### src/hdl/mrlwp_pkg.sv
package mrlwp_pkg;

	// Result status codes.
	localparam logic [2:0] ST_NULL     = 3'd0;
	localparam logic [2:0] ST_NO_FIT   = 3'd1;
	localparam logic [2:0] ST_BUSY     = 3'd2;
	localparam logic [2:0] ST_LOCKED   = 3'd3;
	localparam logic [2:0] ST_UNLOCKED = 3'd4;
	localparam logic [2:0] ST_WIPED    = 3'd5;

	// Request modes.
	localparam logic MODE_LOCK = 1'b0;
	localparam logic MODE_WIPE = 1'b1;

	// Execute-never, read-only, write-back without write-allocate, shareable, enabled.
	localparam logic [31:0] RASR_ATTR = (32'd1 << 28) | (32'd6 << 24) | (32'd1 << 18)
		| (32'd1 << 17) | (32'd1 << 16) | 32'd1;

	// Search bounds: region sizes of 2^5 up to 2^31 bytes.
	localparam logic [4:0] FIT_FIRST_BITS = 5'd5;
	localparam logic [4:0] FIT_LAST_BITS  = 5'd31;
	localparam logic [31:0] FIT_FIRST_MASK = ~32'h1F;
	localparam logic [31:0] FIT_FIRST_SIZE = 32'd32;

	typedef struct packed {
		logic        done;
		logic        ok;
		logic [31:0] base;
		logic [4:0]  size_field;
	} fit_rsp_t;

endpackage

### src/hdl/mpu_region_lock_and_wipe_planner.sv
// Channel   Direction  Handshake                 Payload
// config    in         cfg_valid / cfg_ready     region_number
// request   in         in_valid / in_stall       mode, address, length
// result    out        out_valid / out_stall     status, mpu_write, rbar_value, rasr_value,
//                                                prefix_bytes, word_count, tail_bytes
//
// A null or wipe request goes from accept through the PREP state to the OUT state; a lock request
// goes from PREP through SEARCH, where the shared add-and-compare unit tries the candidate
// region sizes in turn (up to 27), and then to OUT. in_stall is high from accept until the result
// transfers, so the next request is accepted only after the previous result has transferred.
// The result is held in output registers while out_stall is high.
// arst_n clears the sequencer, the lock slot and region_number; cfg_ready is always high.

module mpu_region_lock_and_wipe_planner (
	input  logic        clk,
	input  logic        arst_n,
	input  logic        cfg_valid,
	output logic        cfg_ready,
	input  logic [2:0]  region_number,
	input  logic        in_valid,
	output logic        in_stall,
	input  logic        mode,
	input  logic [31:0] address,
	input  logic [31:0] length,
	output logic        out_valid,
	input  logic        out_stall,
	output logic [2:0]  status,
	output logic        mpu_write,
	output logic [31:0] rbar_value,
	output logic [31:0] rasr_value,
	output logic [1:0]  prefix_bytes,
	output logic [29:0] word_count,
	output logic [1:0]  tail_bytes
);

	localparam logic [1:0] S_IDLE   = 2'd0;
	localparam logic [1:0] S_PREP   = 2'd1;
	localparam logic [1:0] S_SEARCH = 2'd2;
	localparam logic [1:0] S_OUT    = 2'd3;

	logic [1:0]  state_q;
	logic [2:0]  region_q;
	logic        slot_q;
	logic [31:0] locked_addr_q;
	logic [31:0] locked_len_q;
	logic [31:0] locked_base_q;

	logic        mode_q;
	logic [31:0] addr_q;
	logic [31:0] len_q;

	logic [2:0]  status_q;
	logic        wr_q;
	logic [31:0] rbar_q;
	logic [31:0] rasr_q;
	logic [1:0]  prefix_q;
	logic [29:0] words_q;
	logic [1:0]  tail_q;

	logic                in_xfer;
	logic                out_xfer;
	logic                null_req;
	logic                match;
	logic [1:0]          prefix;
	logic [31:0]         mid;
	logic                fit_start;
	mrlwp_pkg::fit_rsp_t fit_rsp;

	assign cfg_ready = 1'b1;
	assign in_stall  = state_q != S_IDLE;
	assign out_valid = state_q == S_OUT;
	assign in_xfer   = in_valid && !in_stall;
	assign out_xfer  = out_valid && !out_stall;

	assign null_req  = (addr_q == 32'd0) || (len_q == 32'd0);
	assign match     = slot_q && (locked_addr_q == addr_q) && (locked_len_q == len_q);
	assign fit_start = (state_q == S_PREP) && !null_req && (mode_q == mrlwp_pkg::MODE_LOCK);

	// Bytes up to word alignment, clamped when the range is shorter than that.
	always_comb begin
		prefix = 2'd0 - addr_q[1:0];
		if ({30'd0, prefix} > len_q) begin
			prefix = len_q[1:0];
		end
		mid = len_q - {30'd0, prefix};
	end

	mrlwp_fit u_fit (
		.clk    (clk),
		.arst_n (arst_n),
		.start  (fit_start),
		.addr   (addr_q),
		.len    (len_q),
		.rsp    (fit_rsp)
	);

	always_ff @(posedge clk or negedge arst_n) begin
		if (!arst_n) begin
			region_q <= 3'd0;
		end else if (cfg_valid && cfg_ready) begin
			region_q <= region_number;
		end
	end

	always_ff @(posedge clk or negedge arst_n) begin
		if (!arst_n) begin
			state_q       <= S_IDLE;
			slot_q        <= 1'b0;
			locked_addr_q <= 32'd0;
			locked_len_q  <= 32'd0;
			locked_base_q <= 32'd0;
		end else begin
			case (state_q)
				S_IDLE: begin
					if (in_xfer) begin
						state_q <= S_PREP;
					end
				end
				S_PREP: begin
					if (fit_start) begin
						state_q <= S_SEARCH;
					end else begin
						state_q <= S_OUT;
						if (!null_req && match) begin
							slot_q <= 1'b0;
						end
					end
				end
				S_SEARCH: begin
					if (fit_rsp.done) begin
						state_q <= S_OUT;
						if (fit_rsp.ok && !slot_q) begin
							slot_q        <= 1'b1;
							locked_addr_q <= addr_q;
							locked_len_q  <= len_q;
							locked_base_q <= fit_rsp.base;
						end
					end
				end
				S_OUT: begin
					if (out_xfer) begin
						state_q <= S_IDLE;
					end
				end
				default: begin
					state_q <= S_IDLE;
				end
			endcase
		end
	end

	always_ff @(posedge clk) begin
		if (in_xfer) begin
			mode_q <= mode;
			addr_q <= address;
			len_q  <= length;
		end
	end

	// Result registers; every field is written on the path that finishes a request.
	always_ff @(posedge clk) begin
		if (state_q == S_PREP && !fit_start) begin
			status_q <= mrlwp_pkg::ST_NULL;
			wr_q     <= 1'b0;
			rbar_q   <= 32'd0;
			rasr_q   <= 32'd0;
			prefix_q <= 2'd0;
			words_q  <= 30'd0;
			tail_q   <= 2'd0;
			if (!null_req) begin
				prefix_q <= prefix;
				words_q  <= mid[31:2];
				tail_q   <= mid[1:0];
				if (match) begin
					status_q <= mrlwp_pkg::ST_UNLOCKED;
					wr_q     <= 1'b1;
					rbar_q   <= {locked_base_q[31:5], 1'b1, 1'b0, region_q};
				end else begin
					status_q <= mrlwp_pkg::ST_WIPED;
				end
			end
		end else if (state_q == S_SEARCH && fit_rsp.done) begin
			wr_q     <= 1'b0;
			rbar_q   <= 32'd0;
			rasr_q   <= 32'd0;
			prefix_q <= 2'd0;
			words_q  <= 30'd0;
			tail_q   <= 2'd0;
			if (!fit_rsp.ok) begin
				status_q <= mrlwp_pkg::ST_NO_FIT;
			end else if (slot_q) begin
				status_q <= mrlwp_pkg::ST_BUSY;
			end else begin
				status_q <= mrlwp_pkg::ST_LOCKED;
				wr_q     <= 1'b1;
				rbar_q   <= {fit_rsp.base[31:5], 1'b1, 1'b0, region_q};
				rasr_q   <= mrlwp_pkg::RASR_ATTR | {26'd0, fit_rsp.size_field, 1'b0};
			end
		end
	end

	assign status       = status_q;
	assign mpu_write    = wr_q;
	assign rbar_value   = rbar_q;
	assign rasr_value   = rasr_q;
	assign prefix_bytes = prefix_q;
	assign word_count   = words_q;
	assign tail_bytes   = tail_q;

	assert property (@(posedge clk) disable iff (!arst_n)
		fit_rsp.done |-> (state_q == S_SEARCH))
		else $error("region search finished outside the search state");

	assert property (@(posedge clk) disable iff (!arst_n)
		(out_valid && (status == mrlwp_pkg::ST_LOCKED || status == mrlwp_pkg::ST_UNLOCKED))
		|-> mpu_write)
		else $error("lock or unlock result without an MPU write");

	assert property (@(posedge clk) disable iff (!arst_n)
		(out_valid && status == mrlwp_pkg::ST_LOCKED) |-> slot_q)
		else $error("lock reported but slot is free");

	assert property (@(posedge clk) disable iff (!arst_n)
		(out_valid && status == mrlwp_pkg::ST_UNLOCKED) |-> !slot_q)
		else $error("unlock reported but slot is still held");

endmodule

### src/hdl/mrlwp_fit.sv
module mrlwp_fit (
	input  logic                clk,
	input  logic                arst_n,
	input  logic                start,
	input  logic [31:0]         addr,
	input  logic [31:0]         len,
	output mrlwp_pkg::fit_rsp_t rsp
);

	logic        busy_q;
	logic [31:0] addr_q;
	logic [32:0] end_q;
	logic [31:0] mask_q;
	logic [31:0] size_q;
	logic [4:0]  bits_q;

	logic [31:0] base;
	logic [32:0] reach;
	logic        hit;
	logic        last;

	// One add and compare per cycle: does the current candidate region reach the range end?
	assign base  = addr_q & mask_q;
	assign reach = {1'b0, base} + {1'b0, size_q};
	assign hit   = reach >= end_q;
	assign last  = bits_q == mrlwp_pkg::FIT_LAST_BITS;

	always_ff @(posedge clk or negedge arst_n) begin
		if (!arst_n) begin
			busy_q <= 1'b0;
		end else if (start) begin
			busy_q <= 1'b1;
		end else if (busy_q && (hit || last)) begin
			busy_q <= 1'b0;
		end
	end

	always_ff @(posedge clk) begin
		if (start) begin
			addr_q <= addr;
			end_q  <= {1'b0, addr} + {1'b0, len};
			mask_q <= mrlwp_pkg::FIT_FIRST_MASK;
			size_q <= mrlwp_pkg::FIT_FIRST_SIZE;
			bits_q <= mrlwp_pkg::FIT_FIRST_BITS;
		end else if (busy_q) begin
			mask_q <= {mask_q[30:0], 1'b0};
			size_q <= {size_q[30:0], 1'b0};
			bits_q <= bits_q + 5'd1;
		end
	end

	always_comb begin
		rsp.done       = busy_q && (hit || last);
		rsp.ok         = hit;
		rsp.base       = base;
		rsp.size_field = bits_q - 5'd1;
	end

	assert property (@(posedge clk) disable iff (!arst_n)
		busy_q |-> (bits_q >= mrlwp_pkg::FIT_FIRST_BITS))
		else $error("fit search ran outside its size range");

	assert property (@(posedge clk) disable iff (!arst_n)
		busy_q |-> $onehot(size_q))
		else $error("fit region size is not a power of two");

	assert property (@(posedge clk) disable iff (!arst_n)
		rsp.done |=> !busy_q)
		else $error("fit unit stayed busy after finishing");

endmodule

### config.mk
export PLATFORM = sky130hd
export DESIGN_NAME = mpu_region_lock_and_wipe_planner
export DESIGN_NICKNAME = d
export VERILOG_FILES = /design/src/hdl/mrlwp_pkg.sv /design/src/hdl/mpu_region_lock_and_wipe_planner.sv /design/src/hdl/mrlwp_fit.sv
export SDC_FILE = /design/constraint.sdc
export NUM_CORES = 1
export LEC_CHECK = 0
export CAP_MARGIN = 40
export CELL_PAD_IN_SITES_DETAIL_PLACEMENT = 2
export CELL_PAD_IN_SITES_GLOBAL_PLACEMENT = 2
export CORE_MARGIN = 4
export CORE_UTILIZATION = 30
export CTS_CLUSTER_SIZE = 28
export DETAILED_ROUTE_END_ITERATION = 6
export DONT_BUFFER_PORTS = 1
export GPL_ROUTABILITY_DRIVEN = 0
export PLACE_DENSITY = 0.62
export SLEW_MARGIN = 20
export SYNTH_ARGS = -nofsm -noshare
export SYNTH_HDL_FRONTEND = slang
export SYNTH_SLANG_ARGS = --single-unit
### constraint.sdc
create_clock -name clk -period 13.9 [get_ports clk]
set_input_delay 1.39 -clock clk [delete_from_list [all_inputs] [get_ports clk]]
set_output_delay 1.39 -clock clk [all_outputs]
set_load 0.005 [all_outputs]
# Yosys cells after proc, flatten, opt, wreduce, memory -nomap -nowiden
# Cells that the tools add are included.
# classes
addsub,6
order_cmp,2
eq_ne,12
n_mux,41
n_bitwise,2
reduce_logical,28
# ops
op,n
$mux W32,6
$mux W30,3
$add A32 B32 Y33,2
$eq A32 B32 Y1,2
$logic_not A32 Y1,2
$mux W29,2
$ge A33 B33 Y1,1
$and A32 B32 Y32,1
$gt A2 B32 Y1,1
$sub A32 B2 Y32,1
$mux W2,10
$mux W1,15
$logic_and A1 B1 Y1,11
$mux W3,3
$ne A2 B2 Y1 const B,4
$pmux W2 S4,1
$reduce_bool A2 Y1,4
$reduce_and A3 Y1,2
$add A5 B1 Y5 const B,1
$eq A5 B5 Y1 const B,1
$logic_not A1 Y1,5
$reduce_and A5 Y1,1
$sub A5 B1 Y5 const B,1
$eq A2 B2 Y1 const B,2
other kinds (7),9
# word_totals
regBits,394
inputBits,73
output_inout_bits,105
wordCells,113

# Logic depth before layout (Yosys ltp)
# logic_depth
depth_word,8
mapped_depth,24
mapped_depth_nobuf,22

# Hierarchy
# A second synthesis with hierarchy kept.
# unflattened
hier_cells,1738
hier_area_um2,18277.5
# modules_own_cells
mod,n_inst,cells_each,area_each_um2,seq_area_each_um2
mpu_region_lock_and_wipe_planner,1,895,10214.8,6541.3
mrlwp_fit,1,843,8062.7,2987.9

# Worst setup path after synthesis
# No wires, ideal clock.
# synth_path
kind,register -> register
startpoint,register u_fit.mask_q[6]
endpoint,"register prefix_q[0], in the netlist prefix_bytes[0], enable pin"
arrival_time_ps,5422
t_required_ps,13344
setup_slack_ps,7921
stages_incl_launch_ff,22
path_buffers,0
cell_sequence,dfxtp_1 -> nand2_1 -> xnor2_1 -> ha_1 -> a31oi_1 -> a211oi_1 -> o221ai_1 -> a21oi_1 -> o31ai_1 -> nand3_1 -> a31o_2 -> maj3_1 -> xor2_1 -> ha_1 -> a21o_1 -> a21oi_1 -> o21a_1 -> nor2_1 -> o31ai_2 -> nand2_1 -> a31oi_1 -> inv_1
# synth_between
elab_chain_len,7
# synth_lines
element,line,text
start: declaration,mrlwp_fit.sv:13,logic [31:0] mask_q;
start signal: assignment,mrlwp_fit.sv:42,mask_q <= mrlwp_pkg::FIT_FIRST_MASK;
start signal: assignment,mrlwp_fit.sv:46,"mask_q <= {mask_q[30:0], 1'b0};"
$and A32 B32 Y32,mrlwp_fit.sv:23,assign base = addr_q & mask_q;
$add A32 B32 Y33,mrlwp_fit.sv:24,"assign reach = {1'b0, base} + {1'b0, size_q};"
$ge A33 B33 Y1,mrlwp_fit.sv:25,assign hit = reach >= end_q;
$logic_or A1 B1 Y1,mrlwp_fit.sv:53,rsp.done = busy_q && (hit || last);
$logic_and A1 B1 Y1,mrlwp_fit.sv:53,
$logic_and A1 B1 Y1,mpu_region_lock_and_wipe_planner.sv:182,end else if (state_q == S_SEARCH && fit_rsp.done) begin
$reduce_bool A2 Y1 (no line),n/a,
end signal: assignment,mpu_region_lock_and_wipe_planner.sv:171,prefix_q <= prefix;
end: declaration,mpu_region_lock_and_wipe_planner.sv:56,logic [1:0] prefix_q;
# Every way passes these cells.
# A chain may end at the register's enable or synchronous reset.

# Worst setup path in the final report
# layout_path
startpoint,register u_fit.mask_q[6]
endpoint,"register words_q[15], in the netlist word_count[15], enable pin"
# layout_between
elab_chain_len,7
# layout_lines
element,line,text
$and A32 B32 Y32,mrlwp_fit.sv:23,
$add A32 B32 Y33,mrlwp_fit.sv:24,
$ge A33 B33 Y1,mrlwp_fit.sv:25,
$logic_or A1 B1 Y1,mrlwp_fit.sv:53,
$logic_and A1 B1 Y1,mrlwp_fit.sv:53,
$logic_and A1 B1 Y1,mpu_region_lock_and_wipe_planner.sv:182,
$reduce_bool A2 Y1 (no line),n/a,
end signal: assignment,mpu_region_lock_and_wipe_planner.sv:172,words_q <= mid[31:2];
end: declaration,mpu_region_lock_and_wipe_planner.sv:57,logic [29:0] words_q;
# Every way passes these cells.

==> summary.md <==
| Metric | Value |
|---|---|
| Status | finished, final reports clean |
| CTS tree | yes |
| Met2 usage | 27.80% |
| Post-layout minimum cycle time | 7.167 ns |
| DRC viols | 0 |
| Global routing usage on met3 | 3.412% |
| Top Usage Layer GRT | met2 |
| Gate Count Post-Synth | 1633 |
| Inserted Diodes | 0 |
| Synth top area cells | edfxtp_1, dfrtp_1, dfxtp_1 |
| Critical path class | reg -> reg |
| Top-area cell type share of the netlist area | 32.60% |
| Synthesized area per cell | 10.89 um2 |
| Synth-to-layout area growth | 12.02% |
| Global route overflow | 0 |
| Post-Route WL | 52640 um |
| CTS Hold Bufs | 0 |
| Row count | 88 |
| Max FO, Critical Path | 35 |
| Power per Cell Area | 210.6 nW/um2 |
| CP endpoint kind | flip-flop |
| Share of layout cells above drive strength 1 | 7.789% |
| Max Buffers Root-to-Sink | 3 |
| Reg2Reg Capture Point | word_count[15]$_SDFFCE_PP0P_ |
| Final critical-path share of the clock period | 51.56% |
| Number of global-route vias before repair | 13230 |
| WP data required | 14.14 ns |
| Initial DRT Pass Iterations | 4 |
| Most common cell in the netlist | nand2_1 |
| Clock latency on the worst-skew pair | 0.58 ns |
| DRT iter0 DRCs | 395 |
| Netlist cell types | 83 |
| WHS Endpoint | locked_base_q[13]$_DFFE_PN0P_ |
| Worst slack, placed | 6.682 ns |
| Final Hold Fails | 0 |
| Synth area leader | edfxtp_1 |
| Mapped cell area | 17780 um2 |
| Post-route setup slack | 6.733 ns |
| Htree depth | 2 |
| Worst R2R Setup Slack | 6.73 ns |
| Placed Area | 18520 um2 |
| Setup violators final | 0 |
| Drt via density | 4.965 |
| Final Util | 34.25% |
| Antenna Nets Post-Route | 0 |
| First-pass GRT wire length | 81030 um |
| Main flop type after synthesis | edfxtp_1 |
| Least-Margin Pin Slew | 0.8069 ns |
| Commonest cells in the netlist | nand2_1, edfxtp_1, xnor2_1 |
| CTS root buf | clkbuf_16 |
| PortBufs | 0 |
| Final Cell Area | 19910 um2 |
| Chip width | 251.4 um |
| Max-slew headroom | 46.20% |
| Worst hold slack | 0.4840 ns |
| Largest net degree at the start of global routing | 99 |
| I/O Pins | 178 |
| GRT Util Overall | 16.48% |
| Worst r2r src | u_fit.mask_q[6]$_SDFFE_PP1P_ |
| VDD IR max | 90.23 uV |
| Die Y | 251.4 um |
| Leakage | 8.274 nW |
| Number of buffers created by CTS | 44 |
| Dpl hpwl | 39050 um |
| Core Area | 58140 um2 |
| Nets@finish | 1798 |
| Hold Path Cell Cnt | 2 |
| Worst r2r path cells | 23 |
| Clk sinks | 355 |
| Fmax | 139.5 MHz |
| Hold crit path type | reg -> reg |
| RSZ-0062 raised after global routing | false |
| Met1 GRT Util | 21.51% |
| Max Slew Vio Count | 0 |
| Synth Warn # | 0 |
| Data arrival, critical path | 7.41 ns |
| Worst-path clk slew | 0.06 ns |
| Asr flop ratio synth | 27.61% |
| Initial core utilization | 30.58% |
| Post-CTS setup buffer count | 0 |
| Via count | 12090 |
| DR WL/cell | 21.63 um |
| Post-CTS Resized | 0 |
| Setup TNS | 0 ns |
| Hold_sp | locked_base_q[13]$_DFFE_PN0P_ |
| Initial antenna violation count | 2 |
| Seq cells post-synth | 355 |
| Seq/Total Area, Yosys | 53.60% |
| Final setup skew | 0.02513 ns |
| Post-synth EDFFs | 193 |
| MaxCap Viol Count | 0 |
| Die area | 63210 um2 |
| Worst setup SP type | flip-flop |
[sequential cells by signal, indices dropped and copies added, names as in the netlist, 5 cells and up]
register	cells
locked_base_q	27
u_fit.end_q	33
u_fit.size_q	27
u_fit.addr_q	27
locked_addr_q	32
u_fit.bits_q	5
addr_q	32
u_fit.mask_q	26
rasr_value	6
len_q	32
rbar_value	31
word_count	30
locked_len_q	32
[cells by family after synthesis]
logic type	after synthesis	synth area share, %
compound gates	280	10.43
xor+xnor	143	7.045
fa+ha+maj	95	6.729
buf+inv	157	4.138
flops	355	53.60
mux	74	4.314
other cells	2	0.04225
simple gates	527	13.70
[per-layer routing]
layer / up-vias / routed length, um
met5: - / 19
met4: 2 / 1355
met3: 71 / 2001
met2: 171 / 25300
met1: 6094 / 23970
li1: 5748 / -
[critical path, stage by stage (launching register included)]
cell and delay (ns):
dfxtp_1 0.43, nand2_1 0.14, xnor2_1 0.15, ha_1 0.22, a31oi_1 0.24, a211oi_1 0.15, o221ai_1 0.35, a21oi_1 0.16
o31ai_1 0.59, nand4b_1 0.32, a31o_2 0.32, a21oi_1 0.17, xnor2_1 0.11, ha_1 0.19, a21o_1 0.17, a21o_1 0.17
a21oi_1 0.21, nand3_1 0.15, o31ai_2 0.27, buf_4 0.22, nand2_1 0.09, a31oi_1 0.58, clkinv_2 0.82, buf_4 0.57
[cell type report]
class                           count  area [um2]
Sequential cell                   355        9530
Clock inverter                     21       168.9
Tap cell                          765       957.2
Inverter                           74       279.0
Clock buffer                       61        1226
Multi-Input combinational cell   1141        7591
Fill cell                        6196       38220
Timing Repair Buffer               17       161.4
[worst max path at each step]
stage / startpoint / to / slack, ns
detailed placement: u_fit.mask_q[6]$_SDFFE_PP1P_ / prefix_bytes[1]$_SDFFCE_PP0P_ / 6.68
global route: u_fit.mask_q[6]$_SDFFE_PP1P_ / word_count[14]$_SDFFCE_PP0P_ / 6.18
floorplan: u_fit.mask_q[6]$_SDFFE_PP1P_ / prefix_bytes[0]$_SDFFCE_PP0P_ / 7.92
finish: u_fit.mask_q[6]$_SDFFE_PP1P_ / word_count[15]$_SDFFCE_PP0P_ / 6.73
global placement: u_fit.mask_q[6]$_SDFFE_PP1P_ / prefix_bytes[0]$_SDFFCE_PP0P_ / 6.59
CTS: u_fit.mask_q[6]$_SDFFE_PP1P_ / word_count[15]$_SDFFCE_PP0P_ / 6.67
[report_power, final]
part / total, mW / leakage, nW / switching [mW] / internal (mW)
combinational: 1.26 / 3.99 / 0.753 / 0.506
sequential: 1.82 / 3.60 / 0.305 / 1.52
clock: 1.11 / 0.689 / 0.457 / 0.655
total: 4.19 / 8.27 / 1.51 / 2.68
[cells in the final DEF, fill, tap and decap left out, drive strengths merged, types with 21 or more instances in the layout]
cell    count
nand2     264
edfxtp    193
xnor2     102
dfrtp      98
nor2       95
ha         90
inv        76
a21oi      65
dfxtp      64
o21ai      64
clkbuf     61
mux2i      53
a21o       42
xor2       41
nand4      27
nand3      25
nor4       24
and2       24
conb       22
mux2       21
[metrics by stage]
step	std cells	power, mW
2_1_floorplan	1653	2.676
3_3_place_gp	2347	3.062
3_5_place_dp	2352	3.130
4_1_cts	2434	4.282
5_1_grt	2434	4.507
6_report	2434	4.193
Note: power is estimated with default switching activity, not from simulation.
